File: src/sv/lbps_pkg.sv
// Package for the positive-direction streaming block of the D3Q19 solver.
// Holds sizes, store depths, shared types and register indexes.
// Depends on nothing else.
`default_nettype none

package lbps_pkg;

   // Build-time limits of the lattice and the population word.
   localparam int MAX_ROW_NODES  = 64;
   localparam int MAX_PLANE_ROWS = 64;
   localparam int WORD_BITS      = 64;

   // Largest interior count that a size register may hold.
   localparam int ROW_LIMIT   = (MAX_ROW_NODES - 2 < 62) ? MAX_ROW_NODES - 2 : 62;
   localparam int PLANE_LIMIT = (MAX_PLANE_ROWS - 2 < 62) ? MAX_PLANE_ROWS - 2 : 62;

   // Depths of the delay stores, one for each lane that needs a store.
   localparam int PLANE_CAP = MAX_ROW_NODES * MAX_PLANE_ROWS;
   localparam int CAP_X     = PLANE_CAP;
   localparam int CAP_XY    = PLANE_CAP + MAX_ROW_NODES;
   localparam int CAP_XZ    = PLANE_CAP + 1;
   localparam int CAP_Y     = MAX_ROW_NODES;
   localparam int CAP_YZ    = MAX_ROW_NODES + 1;

   localparam int X_ADDR_BITS  = $clog2(CAP_X);
   localparam int XY_ADDR_BITS = $clog2(CAP_XY);
   localparam int XZ_ADDR_BITS = $clog2(CAP_XZ);
   localparam int Y_ADDR_BITS  = $clog2(CAP_Y);
   localparam int YZ_ADDR_BITS = $clog2(CAP_YZ);

   // Wide enough for a pointer plus the largest depth.
   localparam int DLY_BITS = $clog2(2 * CAP_XY);

   // Configuration port.
   localparam int CSR_INDEX_BITS = 3;
   localparam int CSR_DATA_BITS  = 12;
   localparam int SIZE_BITS      = 6;
   localparam int IEND_BITS      = 12;

   typedef enum logic [CSR_INDEX_BITS-1:0] {
      CSR_ROWS_PER_PLANE = 3'd0,
      CSR_NODES_PER_ROW  = 3'd1,
      CSR_X_END          = 3'd2,
      CSR_Y_END          = 3'd3,
      CSR_Z_END          = 3'd4
   } csr_index_type;

   typedef logic [WORD_BITS-1:0] word_type;

   // The six populations that one node carries.
   typedef struct packed {
      word_type x;
      word_type y;
      word_type z;
      word_type xy;
      word_type xz;
      word_type yz;
   } pop_set_type;

   typedef struct packed {
      logic [SIZE_BITS-1:0] rows_per_plane;
      logic [SIZE_BITS-1:0] nodes_per_row;
      logic [IEND_BITS-1:0] x_end;
      logic [SIZE_BITS-1:0] y_end;
      logic [SIZE_BITS-1:0] z_end;
   } cfg_type;

   // Pipeline handshake between the control in the top level and the stages.
   typedef struct packed {
      logic accept;
      logic advance;
   } pipe_ctrl_type;

   // Saturate a size register to the range one up to its limit.
   function automatic logic [SIZE_BITS-1:0] clamp_size(logic [SIZE_BITS-1:0] v, int limit);
      logic [SIZE_BITS-1:0] res;
      if (v == '0) begin
         res = SIZE_BITS'(1);
      end else if (int'(v) > limit) begin
         res = SIZE_BITS'(limit);
      end else begin
         res = v;
      end
      return res;
   endfunction

endpackage

`default_nettype wire

File: src/sv/lbps_pos.sv
// Raster position tracker and interior window test for the streaming block.
// Uses lbps_pkg for the configuration struct and the handshake struct.
`default_nettype none

module lbps_pos (
   input  wire logic                   clock,
   input  wire logic                   reset,
   input  wire lbps_pkg::pipe_ctrl_type ctrl,
   input  wire logic                   frame_start,
   input  wire lbps_pkg::cfg_type      cfg,
   output logic                        inside_ff
);
   import lbps_pkg::*;

   logic [IEND_BITS-1:0] pos_i_ff, pos_i_in, cur_i;
   logic [SIZE_BITS-1:0] pos_j_ff, pos_j_in, cur_j;
   logic [SIZE_BITS-1:0] pos_k_ff, pos_k_in, cur_k;
   logic [SIZE_BITS:0]   last_k, last_j;
   logic                 inside_in;

   // A frame start puts the word at the lattice origin.
   assign cur_i = frame_start ? '0 : pos_i_ff;
   assign cur_j = frame_start ? '0 : pos_j_ff;
   assign cur_k = frame_start ? '0 : pos_k_ff;

   assign last_k = {1'b0, cfg.nodes_per_row} + 1'b1;
   assign last_j = {1'b0, cfg.rows_per_plane} + 1'b1;

   // The window covers one up to the end register along each axis.
   assign inside_in = (cur_i != '0) && (cur_i <= cfg.x_end) &&
                      (cur_j != '0) && (cur_j <= cfg.y_end) &&
                      (cur_k != '0) && (cur_k <= cfg.z_end);

   // Advance k, then j, then i; k and j wrap at the last halo index.
   always_comb begin
      pos_i_in = cur_i;
      pos_j_in = cur_j;
      pos_k_in = cur_k;
      if ({1'b0, cur_k} >= last_k) begin
         pos_k_in = '0;
         if ({1'b0, cur_j} >= last_j) begin
            pos_j_in = '0;
            pos_i_in = cur_i + 1'b1;
         end else begin
            pos_j_in = cur_j + 1'b1;
         end
      end else begin
         pos_k_in = cur_k + 1'b1;
      end
   end

   always_ff @(posedge clock) begin
      if (reset) begin
         pos_i_ff  <= '0;
         pos_j_ff  <= '0;
         pos_k_ff  <= '0;
         inside_ff <= 1'b0;
      end else if (ctrl.accept) begin
         pos_i_ff  <= pos_i_in;
         pos_j_ff  <= pos_j_in;
         pos_k_ff  <= pos_k_in;
         inside_ff <= inside_in;
      end
   end

   // The node after a frame start is the second node of the first row.
   a_frame_restart: assert property (@(posedge clock) disable iff (reset)
      ctrl.accept && frame_start |=>
         pos_i_ff == '0 && pos_j_ff == '0 && pos_k_ff == SIZE_BITS'(1))
      else $error("position did not restart at a frame start");

endmodule

`default_nettype wire

File: config.mk
export PLATFORM = sky130hd
export DESIGN_NAME = lbps_pos
export DESIGN_NICKNAME = d
export VERILOG_FILES = /design/src/sv/lbps_pkg.sv /design/src/sv/lbps_pos.sv
export SDC_FILE = /design/constraint.sdc
export NUM_CORES = 1
export LEC_CHECK = 0
export ABC_CLOCK_PERIOD_IN_PS = 2400
export BUFFER_PORTS_ARGS = -buffer_cell sky130_fd_sc_hd__buf_2
export CAP_MARGIN = 0
export CORE_UTILIZATION = 50
export DETAILED_ROUTE_END_ITERATION = 12
export GPL_TIMING_DRIVEN = 0
export PLACE_DENSITY = 0.73
export SYNTH_ARGS = -nofsm -noshare
export SYNTH_HDL_FRONTEND = slang
export SYNTH_SLANG_ARGS = --single-unit
File: constraint.sdc
create_clock -name clock -period 2.4 [get_ports clock]
set_input_delay 0.24 -clock clock [delete_from_list [all_inputs] [get_ports clock]]
set_output_delay 0.24 -clock clock [all_outputs]
set_load 0.005 [all_outputs]
==> results_dict.tcl <==
set metrics [dict create \
    outcome "completed" \
    startpoint_type "flip-flop" \
    instances_no_fill 452 \
    rr_startpoint "pos_k_ff[2]" \
    fin_skew_ps 14.25 \
    clk_latency_ps 290 \
    period_share_pct 96.99 \
    path_class "flip-flop to flip-flop" \
    synth_cell_types 49 \
    pwr_density_cell_nw_per_um2 294.6 \
    worstSetupEndpoint "pos_i_ff[11]" \
    core-area_um2 4786 \
    dieArea_um2 5343 \
    tightest_slew_ps 526.9 \
    crit_arrival_ps 2570 \
    syn2layout_area_growth_pct 18.07 \
    r2r.worst_path.cells 9 \
    nNetsFinal 470 \
    holdCritPathClass "input pin to flip-flop" \
    mostFrequentLayoutCells "43 x ha_1, 39 x buf_2, 32 x inv_1" \
    design_area_um2 2984 \
    synth_top_family_by_area "simple AND/OR/NAND/NOR gates" \
    grt_overflow 0 \
    max_cap_violations 0 \
    ys_ff_latch 25 \
    cts_root_buffer "clkbuf_8" \
    grt_pass1_wl_um 10040 \
    drcViolationCount 0 \
    firstDrtPassIters 4 \
    syn_inst 337 \
    reg2reg_slack_ps 70 \
    routedWlPerCell_um 13.52 \
    synth_adder_area_share_pct 21.29 \
    worstSetupEndpointType "flip-flop" \
    final_common_cell "ha_1" \
    synth_xor_area_share_pct 5.198 \
    portBuffers 38 \
    grtUsageTotal_pct 23.85 \
    cts_tree "yes" \
    syn_area_um2 2527 \
    numCtsBuffers 3 \
    drive_gt1_share_pct 20.52 \
    relSlewSlack_pct 64.87 \
    period_minus_slack_ps 2328 \
    place_area_um2 2804 \
    finalSetupViolCount 0 \
    initial_utilization_pct 52.81 \
    antennaDiodeCount 0 \
    dp.cells 442 \
    synth-edff-count 0 \
    fmax_ghz 0.4296 \
    syn_avg_cell_area_um2 7.500 \
    ant_nets 0 \
    gp_congestion 0.8356 \
    drt_iter0_drc 136 \
    grt_start_max_net_pins 16 \
    cts_hold_buf 0 \
    io_pins 42 \
    cp_max_fo 4 \
    ys.flop_type "dfxtp_1" \
    hold_viol 0 \
    numClockSinks 25 \
    num_rows 25 \
    crit_start "pos_k_ff[2]" \
    wl_um 6110 \
    vias_per_cell 5.562 \
    clk_path_buf_depth 2 \
    synthesis.nets 421 \
    synth-simple-area-share_pct 29.70 \
    async_flop_share_pct 0 \
    whs_ps 400.3 \
    die_h_um 73.10 \
    cp_data_required_time_ps 2640 \
    ys_warn_count 0 \
    r2r-end "pos_i_ff[11]" \
    dpl.hpwl_um 4776 \
    cts.htree.levels 1 \
    synth.mux.area_fraction_pct 0 \
    antenna_found_initial 0 \
    power_leakage_nw 1.378 \
    grt_pass1_vias 2331 \
    die-width_um 73.10 \
    yosysSeqAreaShare_pct 19.80 \
    vdd_drop_max_mv 0.3314 \
    synth-compound-area-share_pct 17.03 \
    vias 2514 \
    slew_violations 0 \
    clkSlewWorstSetupHoldPaths_ps 110 \
]
[synthesized netlist by cell type, types with 2 or more instances]
library cell  number  area [um^2]
a2111oi_0          2        17.52
a211oi_1           2        15.01
a21o_1             3        22.52
a21oi_1           18        90.09
a22oi_1            2        15.01
a31o_2             2        17.52
and2_1             3        18.77
and3_1             4        25.02
buf_4              2        15.01
clkbuf_1           7        26.28
dfxtp_1           25        500.5
ha_1              43        538.0
inv_1             32        120.1
nand2_1           32        120.1
nand2b_1           5        31.28
nand3_1           23        115.1
nand4_1            7        43.79
nor2_1            22        82.58
nor2b_1           20        125.1
nor2b_2            2        17.52
nor3_1             9        45.04
nor4_1             6        37.54
o211ai_2           2        25.02
o21a_1             3        22.52
o21ai_0           13        65.06
o21ai_1            4        20.02
o22ai_1            5        31.28
o31ai_1            2        15.01
or3_1              3        18.77
or4_1              2        15.01
xnor2_1            3        26.28
xor2_1            12        105.1
[worst min-delay path by stage]
stage | slack [ps] | cells past startpoint | from | end
detailed placement | 460 | 2 | pos_k_ff[1] | pos_k_ff[1]
CTS | 400 | 4 | ctrl[1] | pos_k_ff[1]
finish | 400 | 4 | ctrl[1] | pos_k_ff[1]
floorplan | 440 | 2 | pos_k_ff[1] | pos_k_ff[1]
global placement | 450 | 2 | pos_k_ff[1] | pos_k_ff[1]
global route | 440 | 3 | ctrl[1] | inside_ff
[where the power goes]
part,switching [W],internal (W),total (W)
Clock,0.000157,0.000118,0.000275
Combinational,0.000103,0.0000824,0.000185
Sequential,0.00000175,0.000417,0.000418
Total,0.000262,0.000617,0.000879
[sequential cells by signal, indices dropped and copies added (netlist names)]
register / count
inside_ff: 1
pos_i_ff: 12
pos_j_ff: 6
pos_k_ff: 6
[through the flow]
stage / power, W / TNS (ps) / util [%] / setup WS (ps)
after floorplan: 0.0005311 / 0 / - / 21.79
after global placement: 0.0005910 / -4794 / 58.59 / -392.2
after detailed placement: 0.0005966 / -4948 / 58.59 / -399.5
after CTS: 0.0008631 / 0 / 60.24 / 24.72
after global routing: 0.0009199 / -43.20 / 62.35 / -19.13
final: 0.0008792 / 0 / 62.35 / 72.36
[metal layers]
metal  wire [um]  global-route usage, %  vias to the layer above  part of all wire (%)
met5           0                      0                        -                     0
met4          61                  3.922                        0                   1.0
met3         211                  3.315                        7                   3.5
met2        3059                  43.62                       45                    50
met1        2777                  29.92                     1170                    45
li1            -                      -                     1292                     -
[cells by family (layout without fill, tap and decap cells)]
logic type               after synthesis  after routing
AO/OA/AOI/OAI                         66             66
adder cells (fa/ha/maj)               43             43
XOR/XNOR                              15             15
flip-flops                            25             25
buffers and inverters                 43             91
AND/OR/NAND/NOR                      145            145
[timing repair]
action	CTS	global route
setup buffers	0	5
cloned	0	1
pin swaps	0	2
setup endpoints to repair	10	18
resized for setup	9	19
[layout make-up]
type / count / area (um^2)
repair buffers: 44 / 232.7
clock inverters: 1 / 7.507
well taps: 67 / 83.83
multi-input cells: 269 / 1917
clock buffers: 3 / 41.29
fillers: 451 / 1802
inverters: 33 / 123.9
plain buffers: 10 / 73.82
flip-flops and latches: 25 / 504.2
[worst max-delay path, stage by stage, from the launching register on]
cell and delay (ps):
dfxtp_1 410, nor2b_4 210, ha_1 230, o21a_1 150, o21ai_1 60, o21ai_2 210
nand3_1 140, or2_1 290, or4b_1 520, nand2_1 80
No activity file was read; power rests on OpenSTA's default activity.
