--- config.mk ---
export PLATFORM = sky130hd
export DESIGN_NAME = lbps_merge
export DESIGN_NICKNAME = d
export VERILOG_FILES = /design/src/sv/lbps_pkg.sv /design/src/sv/lbps_merge.sv
export SDC_FILE = /design/constraint.sdc
export NUM_CORES = 1
export LEC_CHECK = 0
export ABC_AREA = 1
export BUFFER_PORTS_ARGS = -buffer_cell sky130_fd_sc_hd__buf_4
export CAP_MARGIN = 15
export CORE_AREA = 2 2 446 448
export DETAILED_ROUTE_END_ITERATION = 10
export DIE_AREA = 0 0 448 450
export PLACE_DENSITY = 0.35
export SKIP_LAST_GASP = 1
export SYNTH_ARGS = -nofsm -noshare
export SYNTH_HDL_FRONTEND = slang
export SYNTH_SLANG_ARGS = --single-unit
--- constraint.sdc ---
create_clock -name clock -period 1 [get_ports clock]
set_input_delay 0.1 -clock clock [delete_from_list [all_inputs] [get_ports clock]]
set_output_delay 0.1 -clock clock [all_outputs]
set_load 0.005 [all_outputs]
--- src/sv/lbps_pkg.sv ---
// Package for the positive-direction streaming block of the D3Q19 solver.
// Holds sizes, store depths, shared types and register indexes.
// Depends on nothing else.
`default_nettype none

package lbps_pkg;

   // Build-time limits of the lattice and the population word.
   localparam int MAX_ROW_NODES  = 64;
   localparam int MAX_PLANE_ROWS = 64;
   localparam int WORD_BITS      = 64;

   // Largest interior count that a size register may hold.
   localparam int ROW_LIMIT   = (MAX_ROW_NODES - 2 < 62) ? MAX_ROW_NODES - 2 : 62;
   localparam int PLANE_LIMIT = (MAX_PLANE_ROWS - 2 < 62) ? MAX_PLANE_ROWS - 2 : 62;

   // Depths of the delay stores, one for each lane that needs a store.
   localparam int PLANE_CAP = MAX_ROW_NODES * MAX_PLANE_ROWS;
   localparam int CAP_X     = PLANE_CAP;
   localparam int CAP_XY    = PLANE_CAP + MAX_ROW_NODES;
   localparam int CAP_XZ    = PLANE_CAP + 1;
   localparam int CAP_Y     = MAX_ROW_NODES;
   localparam int CAP_YZ    = MAX_ROW_NODES + 1;

   localparam int X_ADDR_BITS  = $clog2(CAP_X);
   localparam int XY_ADDR_BITS = $clog2(CAP_XY);
   localparam int XZ_ADDR_BITS = $clog2(CAP_XZ);
   localparam int Y_ADDR_BITS  = $clog2(CAP_Y);
   localparam int YZ_ADDR_BITS = $clog2(CAP_YZ);

   // Wide enough for a pointer plus the largest depth.
   localparam int DLY_BITS = $clog2(2 * CAP_XY);

   // Configuration port.
   localparam int CSR_INDEX_BITS = 3;
   localparam int CSR_DATA_BITS  = 12;
   localparam int SIZE_BITS      = 6;
   localparam int IEND_BITS      = 12;

   typedef enum logic [CSR_INDEX_BITS-1:0] {
      CSR_ROWS_PER_PLANE = 3'd0,
      CSR_NODES_PER_ROW  = 3'd1,
      CSR_X_END          = 3'd2,
      CSR_Y_END          = 3'd3,
      CSR_Z_END          = 3'd4
   } csr_index_type;

   typedef logic [WORD_BITS-1:0] word_type;

   // The six populations that one node carries.
   typedef struct packed {
      word_type x;
      word_type y;
      word_type z;
      word_type xy;
      word_type xz;
      word_type yz;
   } pop_set_type;

   typedef struct packed {
      logic [SIZE_BITS-1:0] rows_per_plane;
      logic [SIZE_BITS-1:0] nodes_per_row;
      logic [IEND_BITS-1:0] x_end;
      logic [SIZE_BITS-1:0] y_end;
      logic [SIZE_BITS-1:0] z_end;
   } cfg_type;

   // Pipeline handshake between the control in the top level and the stages.
   typedef struct packed {
      logic accept;
      logic advance;
   } pipe_ctrl_type;

   // Saturate a size register to the range one up to its limit.
   function automatic logic [SIZE_BITS-1:0] clamp_size(logic [SIZE_BITS-1:0] v, int limit);
      logic [SIZE_BITS-1:0] res;
      if (v == '0) begin
         res = SIZE_BITS'(1);
      end else if (int'(v) > limit) begin
         res = SIZE_BITS'(limit);
      end else begin
         res = v;
      end
      return res;
   endfunction

endpackage

`default_nettype wire

--- src/sv/lbps_merge.sv ---
// Merging stage: picks the streamed or the incoming words for each lane.
// Uses lbps_pkg for the population set and the handshake struct.
`default_nettype none

module lbps_merge (
   input  wire logic                    clock,
   input  wire lbps_pkg::pipe_ctrl_type ctrl,
   input  wire logic                    in_window,
   input  wire lbps_pkg::pop_set_type   old_set,
   input  wire lbps_pkg::pop_set_type   pass_set,
   output logic                         node_updated_ff,
   output lbps_pkg::pop_set_type        out_set_ff
);
   import lbps_pkg::*;

   pop_set_type out_set_in;

   // Interior nodes take the upwind words; halo and outside nodes pass through.
   assign out_set_in = in_window ? old_set : pass_set;

   always_ff @(posedge clock) begin
      if (ctrl.advance) begin
         node_updated_ff <= in_window;
         out_set_ff      <= out_set_in;
      end
   end

endmodule

`default_nettype wire

==> results.md, run 1 <==
- Yosys top cell by area: sky130_fd_sc_hd__edfxtp_1
- Synthesized-area fraction occupied by ao, oa, aoi and oai cells: 0%
- Initial antenna violation count: 109
- Max-cap violations: 0
- Vias per std cell: between 3 and 4
- Max-slew violation count: 0
- Critical path fanouts, max: 1
- Final non-filler cell area: 0.0411 mm²
- Hold Path Stages: 3
- Count of TritonRoute iterations in the first routing pass: 5
- Final RePlAce weighted congestion: between 0.9 and 1
- Detailed-route wire length per cell: 22.5 µm
- Violation count after the first detailed-routing iteration: 1137
- Dominant combinational cell family by area after synthesis: simple AND/OR/NAND/NOR gates
- Count of placed standard cells including taps: 5437
- Total number of vias: just over 20000
- Final count of negative-setup-slack endpoints: 602
- Starting utilization of the core area: under 10%
- Most used standard cell by instance count after synthesis: sky130_fd_sc_hd__nand2_1
- Series of cell instances along the critical path: buf_6
- Remaining antenna violation count: 0
- Mapped cell area: 0.0166 mm²
- CTS tree: done
- Final net count: between 4000 and 5000
- Cell family contributing the most delay on the critical path: flip-flops
- DR DRC count: 0
- Net count after synthesis: between 2000 and 2500
- Distinct cells, synth: 7
- Pin count of the biggest net entering global routing: 59
- Maximum vdd drop: between 1 and 1.5 mV
- Crit start category: flip-flop
- Endpoint, Worst Hold: out_set_ff[120]
- Cell at the slowest stage of the critical path: sky130_fd_sc_hd__edfxtp_1
- Number of buffers between clock root and the deepest sink: 3
- Share of the synthesized area in the top cell type: between 60% and 70%
- Horiz. Die Dim: 448 µm
- Average instance area after synthesis: ~10 µm²
- Ratio of total power to cell area: 1300 mW/mm²
- Post-synthesis xor/xnor area fraction: 0%
- Total global routing track utilization: between 10% and 20%
- # port buffers: 1155
- EDFF count, synth: a little under 400
- Row cnt: between 150 and 200
- Area Overhead vs Synth: 147%
- Launch point of the worst hold path: old_set[120]
- Adder and majority gate portion of the synthesized area: 0%
- Hold violation count in the final report: 1
- Die area: just over 0.2 mm²
- CP max stage delay: 0.54 ns
- Worst Path Class, Setup: flip-flop to primary output
- Overflow after GRT: 0
- Final core utilization: a little over a fifth
- Final std cells w/o fill: 6395
- Wire length of the first global-routing pass: between 150 and 200 mm
- Worst-margin pin slew: 0.366 ns
- Ranking of synthesized cells by area: sky130_fd_sc_hd__edfxtp_1 69%, sky130_fd_sc_hd__nand2_1 26%, sky130_fd_sc_hd__buf_6 2.6%
- Violations in the final reports: hold timing, setup timing
- Clock root cell: sky130_fd_sc_hd__clkbuf_16
- Clock tree sinks: 385
- I/O pin count: 1157
- Share of post-route cells with drive strength above 1: 38.8%
- Async set or reset register ratio after synthesis: 0%
- Data required, critical path: approximately 0.90 ns
- RSZ-0062 raised after global routing: yes
- Highest attainable clock frequency: 677 MHz
- Total number of yosys warnings: 0
- Vertical die dimension: 450 µm
- Half-perimeter wire length of the detailed placement result: about 120 mm
- Leakage component of the power: 19.0 nW
- Final routed wirelength across all metal layers: around 140 mm
- Core footprint: 0.197 mm²
- Hold crit path type: input port to flip-flop
- CP Data Arrival Time: 1.38 ns
- Min setup slack post-route: -0.478 ns
- Worst slack at placement: -0.219 ns
- Tightest slew margin relative to the limit: between 70% and 80%
- Run status: finished with violations
- Simple-gate share of the synthesized area: approximately 26%
- Depth of the CTS H-tree: 2
- WP buf/inv: 1
- Type of destination of the critical path: primary output
- Mapped Cells: 1623
- Proportion of synthesized area in mux cells: 0%
- Most common flop cell mapped by yosys: sky130_fd_sc_hd__edfxtp_1
- Number of register bits inferred by synthesis: approximately 390
- Number of global-route vias before repair: 20526
- Worst-path clk slew: 0.06 ns
- Cell count along the critical path: 1
- Hold slack: -0.00445 ns
- Synth top cells by count: 1152 x sky130_fd_sc_hd__nand2_1, 385 x sky130_fd_sc_hd__edfxtp_1, 39 x sky130_fd_sc_hd__buf_6
- Summed negative setup slack over all endpoints: -119.89 ns
- Post-layout power: 53.2 mW
- Seq/Total Area, Yosys: 69.5%
- CTS buffer count: 54
- Crit share post-route: 148%
- Final critical delay including setup and external delays: roughly 1.5 ns
- Cell area reported after detailed placement: 0.0291 mm²
==> registers in the layout, summed over array words and instances, names as in the netlist <==
name             count
node_updated_ff      1
out_set_ff         384
==> cell families after synthesis <==
kind of cell | count (synthesis)
buffers and inverters | 86
DFF | 385
and+or+nand+nor | 1152
==> worst max-delay path by stage <==
stage | from | slack [ns] | endpoint
CTS | out_set_ff[113] | -0.57 | out_set_ff[113]
finish | out_set_ff[113] | -0.48 | out_set_ff[113]
floorplan | in_window | 0.09 | out_set_ff[330]
detailed placement | in_window | -0.22 | out_set_ff[244]
global route | out_set_ff[204] | -0.52 | out_set_ff[204]
global placement | in_window | -0.21 | out_set_ff[244]
==> power breakdown <==
group	internal, mW	switching [mW]	leakage [nW]
combinational	7.85	5.13	14.4
clock	11.6	8.33	0.847
sequential	19.6	0.792	3.75
==> area by class of cell <==
type                            count  area, µm²
Sequential cell                   385      11600
Timing Repair Buffer             2092      19900
Clock buffer                       69       1470
Clock inverter                     28        269
Fill cell                       21837     156000
Multi-Input combinational cell   1152       4470
Antenna cell                       28       70.1
Inverter                            1       30.0
Tap cell                         2640       3300
==> cell usage in the layout (no fill, tap or decap) <==
cell and instances:
sky130_fd_sc_hd__nand2_2 53, sky130_fd_sc_hd__clkbuf_1 12, sky130_fd_sc_hd__buf_6 279, sky130_fd_sc_hd__clkinv_1 10, sky130_fd_sc_hd__buf_16 11, sky130_fd_sc_hd__edfxtp_1 385
sky130_fd_sc_hd__bufinv_16 5, sky130_fd_sc_hd__diode_2 28, sky130_fd_sc_hd__inv_6 1, sky130_fd_sc_hd__buf_4 969, sky130_fd_sc_hd__nand2_1 1097, sky130_fd_sc_hd__clkinv_4 2
sky130_fd_sc_hd__nand2_4 2, sky130_fd_sc_hd__dlymetal6s4s_1 63, sky130_fd_sc_hd__clkinv_2 8, sky130_fd_sc_hd__clkinvlp_4 2, sky130_fd_sc_hd__buf_12 29, sky130_fd_sc_hd__clkinv_16 1
sky130_fd_sc_hd__clkbuf_16 81, sky130_fd_sc_hd__dlygate4sd3_1 715, sky130_fd_sc_hd__buf_8 2
==> worst min-delay path, cell delays in order <==
cell	delay (ns)
sky130_fd_sc_hd__dlymetal6s4s_1	0.29
sky130_fd_sc_hd__nand2_1	0.09
sky130_fd_sc_hd__nand2_1	0.06
==> metal layers <==
layer	vias to the layer above	share of wire, %	GRT usage, %
met5	-	0.28	0
met4	62	4.2	7.25
met3	268	8.0	4.71
met2	874	50	22.0
met1	9857	37	14.1
li1	9418	-	-
==> repair_timing <==
| action | 4_1_cts | 5_1_grt |
|---|---|---|
| endpoints found under the hold margin | 415 | 97 |
| hold buffers | 773 | 102 |
| setup endpoints to repair | 385 | 557 |
| gates cloned | 0 | 28 |
| resized for setup | 197 | 221 |
| buffers inserted | 0 | 34 |
| pin swaps | 0 | 0 |
(Power assumes the default switching activity.)
==> run 2: changes to the inputs <==
--- a/config.mk
+++ b/config.mk
@@ -11,7 +11,6 @@
 export CORE_AREA = 2 2 446 448
 export DETAILED_ROUTE_END_ITERATION = 10
 export DIE_AREA = 0 0 448 450
-export PLACE_DENSITY = 0.35
 export SKIP_LAST_GASP = 1
 export SYNTH_ARGS = -nofsm -noshare
 export SYNTH_HDL_FRONTEND = slang
==> results.md, run 2 (synthesized netlist as in run 1, its figures left out) <==
- Run status: finished with violations
- Violations in the final reports: setup timing
- Final count of negative-setup-slack endpoints: ~510
- Final non-filler cell area: 0.0427 mm²
- Ratio of total power to cell area: 1290 mW/mm²
- Series of cell instances along the critical path: buf_6
- Starting utilization of the core area: 8.47%
- Highest attainable clock frequency: 646 MHz
- Number of global-route vias before repair: between 20000 and 25000
- Detailed-route wire length per cell: 27.7 µm
- Vertical die dimension: 450 µm
- Remaining antenna violation count: 0
- Half-perimeter wire length of the detailed placement result: 141 mm
- CP Data Arrival Time: ~1.5 ns
- Clock root cell: sky130_fd_sc_hd__clkbuf_16
- Hold violation count in the final report: 0
- Worst Path Class, Setup: flip-flop to primary output
- # port buffers: 1155
- Largest regs: out_set_ff: 384 flops, node_updated_ff: 1 flops
- Depth of the CTS H-tree: 2
- Type of destination of the critical path: primary output
- Clock share of power: between 30% and 40%
- Pin count of the biggest net entering global routing: 56
- CTS buffer count: 52
- Overflow after GRT: 0
- Net switching power of the design: about 16 mW
- Final critical delay including setup and external delays: 1.55 ns
- Hold slack: 0.139 ns
- Crit start category: flip-flop
- WP buf/inv: 1
- Critical path fanouts, max: 1
- Filler Cell Count: 21137
- Switch share: 28.9%
- Die area: 0.202 mm²
- Horiz. Die Dim: 448 µm
- Largest Register: out_set_ff
- Flop pwr share: between 30% and 40%
- Core footprint: 0.197 mm²
- Final routed wirelength across all metal layers: 181 mm
- Data required, critical path: 0.90 ns
- CTS tree: done
- Worst-margin pin slew: 0.525 ns
- Min setup slack post-route: -0.548 ns
- Hold crit path type: input port to flip-flop
- Wire length of the first global-routing pass: between 200 and 250 mm
- Final net count: 4547
- Clock tree sinks: between 300 and 400
- Initial antenna violation count: 170
- Violation count after the first detailed-routing iteration: 2714
- Vias per std cell: between 3 and 4
- Max-slew violation count: 0
- Final RePlAce weighted congestion: 1.09
- Worst-path clk slew: ~0.070 ns
- DR DRC count: 0
- Max-cap violations: 0
- Row cnt: 163
- RSZ-0062 raised after global routing: yes
- Most frequent cells in the layout: 1073 x sky130_fd_sc_hd__nand2_1, 1007 x sky130_fd_sc_hd__buf_4, 745 x sky130_fd_sc_hd__dlygate4sd3_1, 385 x sky130_fd_sc_hd__edfxtp_1, 290 x sky130_fd_sc_hd__buf_6
- Total number of vias: 23277
- Cell area reported after detailed placement: 0.0293 mm²
- Maximum vdd drop: 1.30 mV
- Leakage component of the power: ~19 nW
- Internal power of the cells: around 39 mW
- Crit share post-route: 155%
- I/O pin count: 1157
- Combinational group share of total power: a little over a quarter
- Flip-flop count of the largest register after layout: 384
- Count of TritonRoute iterations in the first routing pass: 6
- Area Overhead vs Synth: 157%
- Share of post-route cells with drive strength above 1: 41.1%
- Most common library cell in the layout ignoring fill and taps: sky130_fd_sc_hd__nand2_1
- Final core utilization: 21.7%
- CP max stage delay: between 0.5 and 0.6 ns
- Cell family contributing the most delay on the critical path: flip-flops
- Total global routing track utilization: 15.9%
- Number of buffers between clock root and the deepest sink: 3
- Cell at the slowest stage of the critical path: sky130_fd_sc_hd__edfxtp_1
- Post-layout power: 55.3 mW
- Tightest slew margin relative to the limit: 65.0%
## run 2: cell types whose count changed in the layout (fill, tap and decap cells not counted), moves of 5 or more
| cell | delta |
|---|---|
| sky130_fd_sc_hd__diode_2 | +39 |
| sky130_fd_sc_hd__buf_4 | +38 |
| sky130_fd_sc_hd__dlymetal6s4s_1 | -35 |
| sky130_fd_sc_hd__dlygate4sd3_1 | +30 |
| sky130_fd_sc_hd__nand2_1 | -24 |
| sky130_fd_sc_hd__nand2_4 | +18 |
| sky130_fd_sc_hd__buf_8 | +16 |
| sky130_fd_sc_hd__buf_12 | +11 |
| sky130_fd_sc_hd__buf_6 | +11 |
| sky130_fd_sc_hd__clkbuf_16 | +10 |
| sky130_fd_sc_hd__nand2_8 | +8 |
| sky130_fd_sc_hd__buf_16 | +5 |
| sky130_fd_sc_hd__clkinv_4 | +5 |
## run 2: path summary, 6_finish.rpt
kind                       from         endpoint  cells after the start
hold / removal        in_window  out_set_ff[125]                      5
setup / recovery  out_set_ff[2]    out_set_ff[2]                      1
## run 2: power groups by stage
stage	Sequential, mW	Combinational (mW)	Clock, mW
6_report	20.5	14.7	20.1
2_1_floorplan	20.5	1.63	0
3_5_place_dp	20.6	9.36	0
3_3_place_gp	20.6	9.34	0
4_1_cts	20.4	12.9	20.6
5_1_grt	20.6	15.4	21.2
## run 2: metal layers
metal | GRT usage, % | vias to the layer above | routed length (µm)
met4 | 7.04 | 68 | 9430
met1 | 17.7 | 11273 | 65100
met2 | 25.0 | 1768 | 81600
met3 | 8.16 | 528 | 24100
li1 | - | 9640 | -
met5 | 0 | - | 433
## run 2: area by class of cell
type | instances | area (µm²) | share of cell area, %
diodes | 67 | 168 | 0.393
clock buffers | 63 | 1340 | 3.14
clock inverters | 34 | 448 | 1.05
inverters | 1 | 30.0 | 0.0703
multi-input cells | 1152 | 4730 | 11.1
flip-flops and latches | 385 | 11600 | 27.1
well taps | 2640 | 3300 | 7.73
repair buffers | 2183 | 21100 | 49.5
## run 2: timing repair
item / in CTS / in global routing
endpoints found under the hold margin: 431 / 178
endpoints found under the setup margin: 385 / 619
gates resized for setup: 218 / 275
pin swaps: 0 / 1
gates cloned: 0 / 51
setup buffers: 0 / 90
hold buffers: 770 / 181
## run 2: per-stage QoR
stage	worst slack [ns]	cells	setup TNS [ns]
after global placement	-0.284	5450	-48.83
final	-0.548	6525	-136.28
after global routing	-0.587	6499	-156.56
after detailed placement	-0.287	5450	-53.68
after floorplan	0.0919	1623	0
after CTS	-0.564	6317	-149.12
==> run 3: changes to the inputs <==
--- a/config.mk
+++ b/config.mk
@@ -6,7 +6,8 @@
 export NUM_CORES = 1
 export LEC_CHECK = 0
 export ABC_AREA = 1
-export BUFFER_PORTS_ARGS = -buffer_cell sky130_fd_sc_hd__buf_4
+export ABC_CLOCK_PERIOD_IN_PS = 1000
+export BUFFER_PORTS_ARGS = -buffer_cell sky130_fd_sc_hd__clkbuf_2
 export CAP_MARGIN = 15
 export CORE_AREA = 2 2 446 448
 export DETAILED_ROUTE_END_ITERATION = 10
==> results.md, run 3 (synthesized netlist as in run 1, its figures left out) <==
- Run status: finished with violations
- Violations in the final reports: setup timing
- Post-layout power: between 50 and 60 mW
- Detailed-route wire length per cell: 27.2 µm
- Series of cell instances along the critical path: clkbuf_2
- Largest regs: out_set_ff: 384 flops, node_updated_ff: 1 flops
- Critical path fanouts, max: 1
- CTS buffer count: 51
- Vertical die dimension: ~450 µm
- Summed negative setup slack over all endpoints: -134.01 ns
- CP Data Arrival Time: 1.36 ns
- Type of destination of the critical path: primary output
- Hold crit path type: input port to flip-flop
- RSZ-0062 raised after global routing: yes
- Core footprint: just under 0.2 mm²
- Ratio of total power to cell area: 1350 mW/mm²
- Cell count along the critical path: 1
- Number of buffers between clock root and the deepest sink: 3
- Area Overhead vs Synth: 131%
- Max-slew violation count: 0
- Leakage component of the power: 18.0 nW
- Final net count: 4476
- Overflow after GRT: 0
- Count of placed standard cells including taps: 5445
- Final std cells w/o fill: 6468
- Starting utilization of the core area: 8.47%
- Initial antenna violation count: 194
- Highest attainable clock frequency: 685 MHz
- Cell family contributing the most delay on the critical path: flip-flops
- Wire length of the first global-routing pass: 204 mm
- Half-perimeter wire length of the detailed placement result: approximately 140 mm
- Filler Cell Count: 21569
- Violation count after the first detailed-routing iteration: 3132
- Start point of the critical path: out_set_ff[95]
- CTS tree: done
- Share of post-route cells with drive strength above 1: 38.8%
- Most common library cell in the layout ignoring fill and taps: sky130_fd_sc_hd__nand2_1
- Hold slack: 0.0546 ns
- Flip-flop count of the largest register after layout: roughly 380
- Depth of the CTS H-tree: 2
- Flop pwr share: 39.1%
- Crit share post-route: 146%
- Worst Path Class, Setup: flip-flop to primary output
- Tightest slew margin relative to the limit: 75.0%
- Clock tree sinks: 385
- Worst-margin pin slew: roughly 0.37 ns
- Count of TritonRoute iterations in the first routing pass: 8
- Data required, critical path: approximately 0.9 ns
- Horiz. Die Dim: 448 µm
- Total global routing track utilization: 15.4%
- Final routed wirelength across all metal layers: between 150 and 200 mm
- Remaining antenna violation count: 0
- Maximum vdd drop: between 1 and 1.5 mV
- Combinational group share of total power: between 20% and 30%
- Final count of negative-setup-slack endpoints: 609
- Crit start category: flip-flop
- Most frequent cells in the layout: 1106 x sky130_fd_sc_hd__nand2_1, 1036 x sky130_fd_sc_hd__clkbuf_2, 760 x sky130_fd_sc_hd__dlygate4sd3_1, 385 x sky130_fd_sc_hd__edfxtp_1, 81 x sky130_fd_sc_hd__clkbuf_16
- Final RePlAce weighted congestion: 1.20
- Vias per std cell: between 3 and 4
- # port buffers: 1155
- CP max stage delay: 0.51 ns
- Cell at the slowest stage of the critical path: sky130_fd_sc_hd__edfxtp_1
- Final critical delay including setup and external delays: 1.46 ns
- Clock root cell: sky130_fd_sc_hd__clkbuf_16
- Clock share of power: 36.8%
- DR DRC count: 0
- Min setup slack post-route: -0.460 ns
- WP buf/inv: 1
- Total number of vias: 23190
- Hold violation count in the final report: 0
- Die area: just over 0.2 mm²
- Net switching power of the design: 15.3 mW
- Pin count of the biggest net entering global routing: 45
- Number of global-route vias before repair: approximately 22000
- I/O pin count: 1157
- Max-cap violations: 0
- Largest Register: out_set_ff
- Row cnt: 163
- Worst-path clk slew: 0.06 ns
- Final core utilization: around a fifth
- Switch share: 29.4%
- Internal power of the cells: 36.7 mW
- CP endpoint: out_set_ff[95]
run 3: final cells by class:
cell class | instances | area (µm²) | share of cell area, %
Timing Repair Buffer | 2109 | 17200 | 44.7
Sequential cell | 385 | 11600 | 30.0
Multi-Input combinational cell | 1152 | 4460 | 11.6
Tap cell | 2640 | 3300 | 8.57
Clock buffer | 59 | 1330 | 3.45
Clock inverter | 34 | 335 | 0.870
Antenna cell | 84 | 210 | 0.546
Timing Repair inverter | 4 | 68.8 | 0.179
Inverter | 1 | 30.0 | 0.0779
run 3: worst min-delay path by stage:
stage | end | start | cells past startpoint
floorplan | node_updated_ff | in_window | 0
global placement | out_set_ff[257] | pass_set[257] | 3
detailed placement | out_set_ff[271] | pass_set[271] | 3
CTS | out_set_ff[122] | in_window | 4
global route | out_set_ff[117] | in_window | 5
finish | out_set_ff[117] | in_window | 5
run 3: repair_timing:
| item | 4_1_cts | 5_1_grt |
|---|---|---|
| pin swaps | 0 | 1 |
| gates resized for setup | 132 | 256 |
| setup endpoints to repair | 385 | 635 |
| endpoints found under the hold margin | 419 | 125 |
| hold buffers | 774 | 129 |
| buffers inserted | 0 | 40 |
| cloned | 0 | 37 |
run 3: per-stage QoR:
step	cell area (µm²)	setup slack (ns)
after floorplan	16600	0.0919
after global placement	26400	-0.325
after detailed placement	26400	-0.334
after CTS	36400	-0.486
after global routing	38400	-0.493
final	38500	-0.460
run 3: power by group through the flow:
stage	Sequential [mW]	Clock (mW)	Combinational [mW]
2_1_floorplan	20.5	0	1.63
3_3_place_gp	20.5	0	7.67
3_5_place_dp	20.5	0	7.70
4_1_cts	20.2	19.7	11.1
5_1_grt	20.4	20.1	13.2
6_report	20.3	19.1	12.5
run 3: routing by layer:
layer / up-vias / GRT usage, % / part of all wire, %
met2: 2005 / 23.8 / 44
met4: 98 / 7.77 / 6.0
met5: - / 0.601 / 0.39
met3: 630 / 9.68 / 15
li1: 9522 / - / -
met1: 10935 / 16.3 / 35
